--- config.mk ---
export PLATFORM = sky130hd
export DESIGN_NAME = decimal_string_to_integer_core
export DESIGN_NICKNAME = d
export VERILOG_FILES = /design/src/dsi_pkg.sv /design/src/dsi_step.sv /design/src/decimal_string_to_integer_core.sv
export SDC_FILE = /design/constraint.sdc
export NUM_CORES = 1
export LEC_CHECK = 0
export BUFFER_PORTS_ARGS = -buffer_cell sky130_fd_sc_hd__buf_2
export CAP_MARGIN = 20
export CELL_PAD_IN_SITES_DETAIL_PLACEMENT = 2
export CELL_PAD_IN_SITES_GLOBAL_PLACEMENT = 2
export CORE_MARGIN = 2
export CORE_UTILIZATION = 25
export CTS_CLUSTER_DIAMETER = 120
export DETAILED_ROUTE_END_ITERATION = 10
export MAX_ROUTING_LAYER = met4
export PLACE_DENSITY_LB_ADDON = 0.1
export SETUP_SLACK_MARGIN = 0.3
export SLEW_MARGIN = 10
export SYNTH_ARGS = -nofsm -noshare
export SYNTH_HDL_FRONTEND = slang
export SYNTH_SLANG_ARGS = --single-unit
--- constraint.sdc ---
create_clock -name clk -period 14 [get_ports clk]
set_input_delay 0 -clock clk [delete_from_list [all_inputs] [get_ports clk]]
set_output_delay 0 -clock clk [all_outputs]
set_load 0.005 [all_outputs]
--- src/dsi_pkg.sv ---
// ----------------------------------------------------------------------------
// dsi_pkg
// Types and character codes shared by the decimal string to integer core.
// ----------------------------------------------------------------------------
package dsi_pkg;

    localparam int unsigned VALUE_W = 64;
    localparam int unsigned CHAR_W  = 8;

    // character codes
    localparam logic [CHAR_W-1:0] CH_MINUS = 8'h2D;
    localparam logic [CHAR_W-1:0] CH_DOT   = 8'h2E;
    localparam logic [CHAR_W-1:0] CH_COMMA = 8'h2C;
    localparam logic [CHAR_W-1:0] CH_NUL   = 8'h00;
    localparam logic [CHAR_W-1:0] CH_ZERO  = 8'h30;
    localparam logic [CHAR_W-1:0] CH_NINE  = 8'h39;

    // one input item: a byte of the string
    typedef struct packed {
        logic [CHAR_W-1:0] char_code;
        logic              last_char;
    } dsi_in_t;

    // one result item per string
    typedef struct packed {
        logic signed [VALUE_W-1:0] parsed_value;
        logic                      bad_char;
    } dsi_out_t;

    // running parse state
    typedef struct packed {
        logic [VALUE_W-1:0] accum;
        logic               negate;
        logic               frozen;
        logic               error;
    } dsi_state_t;

endpackage

--- src/dsi_step.sv ---
// ----------------------------------------------------------------------------
// dsi_step
// Next parse state for one byte: classify, then acc*10 +/- digit.
// ----------------------------------------------------------------------------
module dsi_step (
    input  dsi_pkg::dsi_state_t       cur,
    input  logic [dsi_pkg::CHAR_W-1:0] char_code,
    output dsi_pkg::dsi_state_t       nxt
);
    import dsi_pkg::*;

    typedef enum logic [2:0] {
        CLS_DIGIT,
        CLS_MINUS,
        CLS_SEP,
        CLS_NUL,
        CLS_BAD
    } char_class_t;

    char_class_t        cls;
    logic [VALUE_W-1:0] times_ten;
    logic [VALUE_W-1:0] digit;
    logic [CHAR_W-1:0]  digit_raw;

    // classify the byte
    always_comb
    begin
        priority if (char_code >= CH_ZERO && char_code <= CH_NINE)
            cls = CLS_DIGIT;
        else if (char_code == CH_MINUS)
            cls = CLS_MINUS;
        else if (char_code == CH_DOT || char_code == CH_COMMA)
            cls = CLS_SEP;
        else if (char_code == CH_NUL)
            cls = CLS_NUL;
        else
            cls = CLS_BAD;
    end

    // scale by ten as two shifts and an add
    assign times_ten = {cur.accum[VALUE_W-4:0], 3'b000} + {cur.accum[VALUE_W-2:0], 1'b0};
    assign digit_raw = char_code - CH_ZERO;
    assign digit     = {{(VALUE_W-4){1'b0}}, digit_raw[3:0]};

    // state update
    always_comb
    begin
        nxt = cur;
        unique case (cls)
            CLS_DIGIT:
            begin
                if (!cur.frozen)
                    nxt.accum = cur.negate ? (times_ten - digit) : (times_ten + digit);
            end
            CLS_MINUS:
            begin
                if (!cur.frozen)
                begin
                    nxt.accum  = times_ten;
                    nxt.negate = ~cur.negate;
                end
            end
            CLS_SEP:
                nxt.frozen = 1'b1;
            CLS_NUL:
                nxt = cur;
            CLS_BAD:
                nxt.error = 1'b1;
            default:
                nxt = cur;
        endcase
    end

endmodule

--- src/decimal_string_to_integer_core.sv ---
// ----------------------------------------------------------------------------
// decimal_string_to_integer_core
// Streams ASCII decimal bytes and gives one signed 64-bit value per string.
// ----------------------------------------------------------------------------
//  channel   direction  handshake                  payload
//  char      in         char_valid / char_ready    char_item   (dsi_in_t)
//  result    out        result_valid / result_ready result_item (dsi_out_t)
//
//  one byte per cycle unless stalled; a result is offered once its last byte
//  has moved from the input register (the result register loads from it)
//  the single 64-bit multiply-by-ten and add sets the cycle time
//  reset clears the parse state and both valid flags
//  a stalled result only holds back a waiting last byte; other bytes flow on
// ----------------------------------------------------------------------------
module decimal_string_to_integer_core (
    input  logic              clk,
    input  logic              rst_n,
    input  logic              char_valid,
    output logic              char_ready,
    input  dsi_pkg::dsi_in_t  char_item,
    output logic              result_valid,
    input  logic              result_ready,
    output dsi_pkg::dsi_out_t result_item
);
    import dsi_pkg::*;

    logic       in_vld_reg;
    dsi_in_t    in_item_reg;
    dsi_state_t state_reg;
    dsi_state_t state_next;
    logic       res_vld_reg;
    logic       res_vld_next;
    dsi_out_t   res_item_reg;
    dsi_out_t   res_item_next;
    logic       stall;
    logic       advance;
    logic       finish;

    // byte update logic
    dsi_step u_step (
        .cur       (state_reg),
        .char_code (in_item_reg.char_code),
        .nxt       (state_next)
    );

    // flow control
    assign stall      = in_vld_reg && in_item_reg.last_char && res_vld_reg && !result_ready;
    assign char_ready = !stall;
    assign advance    = in_vld_reg && !stall;
    assign finish     = advance && in_item_reg.last_char;

    // result formation
    always_comb
    begin
        res_item_next.bad_char     = state_next.error;
        res_item_next.parsed_value = state_next.error ? '0 : state_next.accum;
        if (finish)
            res_vld_next = 1'b1;
        else if (result_ready)
            res_vld_next = 1'b0;
        else
            res_vld_next = res_vld_reg;
    end

    // control registers and parse state
    always_ff @(posedge clk or negedge rst_n)
    begin
        if (!rst_n)
        begin
            in_vld_reg  <= 1'b0;
            res_vld_reg <= 1'b0;
            state_reg   <= '0;
        end
        else
        begin
            if (char_ready)
                in_vld_reg <= char_valid;
            res_vld_reg <= res_vld_next;
            if (finish)
                state_reg <= '0;
            else if (advance)
                state_reg <= state_next;
        end
    end

    // payload registers
    always_ff @(posedge clk)
    begin
        if (char_ready && char_valid)
            in_item_reg <= char_item;
        if (finish)
            res_item_reg <= res_item_next;
    end

    assign result_valid = res_vld_reg;
    assign result_item  = res_item_reg;

    // input only waits behind a full result register
    a_stall_cause: assert property (@(posedge clk) disable iff (!rst_n)
        !char_ready |-> (in_vld_reg && in_item_reg.last_char && res_vld_reg))
        else $error("input held without a pending last item");

    // an error result carries a zero value
    a_bad_zero: assert property (@(posedge clk) disable iff (!rst_n)
        (result_valid && result_item.bad_char) |-> (result_item.parsed_value == '0))
        else $error("error result with nonzero value");

    // state is cleared after each string
    a_clear: assert property (@(posedge clk) disable iff (!rst_n)
        finish |=> (state_reg == '0))
        else $error("parse state not cleared after last item");

    // a finished string always yields a valid result next cycle
    a_result: assert property (@(posedge clk) disable iff (!rst_n)
        finish |=> res_vld_reg)
        else $error("result lost");

endmodule
==> impl_metrics.yaml <==
clock_tree:
  cts-root-buf: "clkbuf_16"
  path_clk_slew_ns: 0.07
  cts_made_buffers: 17
  clkSinkCount: 143
  post_cts_buffers: 0
  cts_tree: "yes"
  insertion_delay_ns: 0.49
  cts_buffer_depth: 2
  htreeDepth: 4
route:
  first_pass_iters: 5
  detail_route.vias_per_cell: 5.86
  vias: 14500
  wl_per_cell_microns: 27.9
  finalWirelength_microns: 68700
  drc: 0
  antenna_left: 0
  drtIter0Drc: 1001
finish:
  num_antenna_cells: 0
  finalNonFillerCells: 2466
  syn2layout_area_growth_pct: 13.9
  layout-drive-gt1-share_pct: 11.5
  finalInstanceArea_sq_mm: 0.0156
  num-nets-final: 1839
  largest_register_ff_count: 67
  postLayoutCoreUtil_pct: 28.8
timing:
  setup_viol: 0
  tightest_slew_ns: 1.07
  fmaxAchievable_ghz: 0.163
  finalCriticalPeriod_ns: 6.14
  skew_ns: 0.0145
  finalSetupTns_ns: 0
  maxSlewHeadroom_pct: 27.8
  post-route-period-util_pct: 43.9
  slew_viol_final: 0
  hold_violations: 0
  rsz0062_at_grt: "no"
power_and_ir_drop:
  p_leak_uw: 0.00597
  power_density_mw_per_mm2: 66.3
  peakVddDrop_uv: 67.3
synth:
  syn_area_per_cell_sq_um: 8.02
  synth_warnings: 0
  syn-instance-count: 1703
  synth.distinct_cells: 110
  async_reset_ff_share_pct: 48.3
  netlist_top_cells_area: "edfxtp_1, dfrtp_1, ha_1"
  synth_edf_count: 74
  yosysTopAreaCell: "edfxtp_1"
  synth_ff_type: "edfxtp_1"
  syn_area_sq_mm: 0.0137
  post-synth-top-area-fraction_pct: 16.3
  yosysSeqAreaShare_pct: 28.9
  syn_nets: 1785
  synth_seq_cells: 143
global_route:
  grt_pass1_vias: 14900
  globalRouteOverflowTotal: 0
  grt_pass1_wl_microns: 102000
  antenna_found_initial: 0
  grt_usage_pct: 25.1
  grt_max_degree: 46
setup_path:
  crit_arrival_ns: 6.36
  cp_common_cell: "nand3_1"
  cp-end-kind: "flip-flop"
  reg2reg_setup_slack_ns: 7.86
  cp_cell_sequence: "ha_1 -> fa_1 -> a211oi_2 -> o211ai_1 -> a221oi_2 -> o21ai_1 -> xnor2_1 -> nand3_1 -> nor4_1 -> nand3_1 -> nor3_1 -> nand3_1 -> o32a_1 -> xnor2_1 -> o221ai_1"
  crit_slowest_cell: "nor3_1"
  cp-start-kind: "flip-flop"
  cp.required_ns: 14.22
  worstSetupPathType: "flip-flop to flip-flop"
  critical_path.max_stage_delay_ns: 0.59
  critPathMaxFanout: 8
floorplan:
  rows: 85
  start_util_pct: 25.3
  io-pin-count: 80
  die_w_microns: 238
  dieArea_sq_mm: 0.0565
  coreArea_sq_mm: 0.0539
  fp.dieH_microns: 238
place:
  placed_area_sq_mm: 0.0148
  hpwl_microns: 54300
  dp.cells: 2421
  port_buffers: 79
  gp_congestion: 0.923
run_status:
  outcome: "finished clean"
hold_path:
  hp-class: "primary input to async pin"
job:
  maxCapViolCount: 0
==> cell families (layout without fill, tap and decap cells) <==
kind of cell | Yosys count | count (layout) | synth area share (%)
buffers and inverters | 121 | 188 | 3.57
adders and majority gates | 69 | 69 | 6.48
and+or+nand+nor | 684 | 684 | 25.0
xor gates and xnor gates | 93 | 93 | 6.16
AOI/OAI and AO/OA | 579 | 579 | 28.8
DFF | 143 | 143 | 28.9
muxes | 14 | 14 | 1.04
==> cell usage in the layout (no fill, tap or decap), types with 34 or more instances in the layout <==
master,synthesis,final
a21oi_1,125,125
a22oi_1,48,48
and2_1,34,34
buf_2,9,80
dfrtp_1,69,69
edfxtp_1,74,74
ha_1,66,66
nand2_1,201,200
nand3_1,41,41
nand4_1,52,52
nor2_1,162,160
nor3_1,43,42
o21ai_0,144,144
xnor2_1,57,57
xor2_1,34,34
==> cell type report <==
cell class / count / area, sq um
fillers: 6101 / 38400
multi-input cells: 1439 / 9270
flip-flops and latches: 143 / 3950
well taps: 696 / 871
repair buffers: 121 / 742
clock buffers: 18 / 439
clock inverters: 14 / 158
inverters: 35 / 131
==> worst max-delay path: cells and delay by family, from the launching register on <==
family	cells	cell delay [ns]
xor gates and xnor gates	2	0.70
and+or+nand+nor	5	1.73
AOI/OAI and AO/OA	6	2.21
adders and majority gates	2	0.75
DFF	1	0.48
==> final timing paths <==
path,from,end,cells past startpoint
max,state_reg[3]$_DFFE_PN0P_,result_item[62]$_SDFFCE_PP0P_,15
min,rst_n,state_reg[7]$_DFFE_PN0P_,2
max reg2reg,state_reg[3]$_DFFE_PN0P_,result_item[62]$_SDFFCE_PP0P_,15
min reg2reg,result_valid$_DFFE_PN0P_,result_valid$_DFFE_PN0P_,2
max in group asynchronous,rst_n,state_reg[50]$_DFFE_PN0P_,3
min in group clk,char_item[7],in_item_reg[7]$_DFFE_PP_,2
==> per-layer routing <==
layer	global-route usage, %	routed length [microns]	up-vias
li1	-	-	6623
met1	36.1	34800	7501
met2	37.1	29900	292
met3	3.52	3180	41
met4	5.43	849	0
met5	-	0	-
==> timing repair <==
| item | in CTS | in global routing |
|---|---|---|
| endpoints found under the hold margin | 45 | 0 |
| hold buffers | 12 | 0 |
| resized for setup | 0 | 0 |
==> per-stage QoR <==
stage                     total power (uW)  hold WS [ns]  setup slack [ns]
after floorplan                        506        -0.296              9.32
after global placement                 548        0.0332              7.82
after detailed placement               551        0.0302              8.00
after CTS                             1050        0.0265              7.96
after global routing                  1060        0.0740              7.56
final                                 1030        0.0332              7.86
==> cells in the mapped netlist, types with 34 or more instances <==
cell type / number
o21ai_0: 144
clkbuf_1: 72
nor2_1: 162
and2_1: 34
xnor2_1: 57
xor2_1: 34
nor3_1: 43
nand3_1: 41
a21oi_1: 125
nand2_1: 201
nand4_1: 52
edfxtp_1: 74
dfrtp_1: 69
a22oi_1: 48
ha_1: 66
==> where the power goes <==
part           switching, uW  internal (uW)
logic                   56.0           21.3
clock network            219            269
registers               6.93            458
No activity file was read; power rests on OpenSTA's default activity.
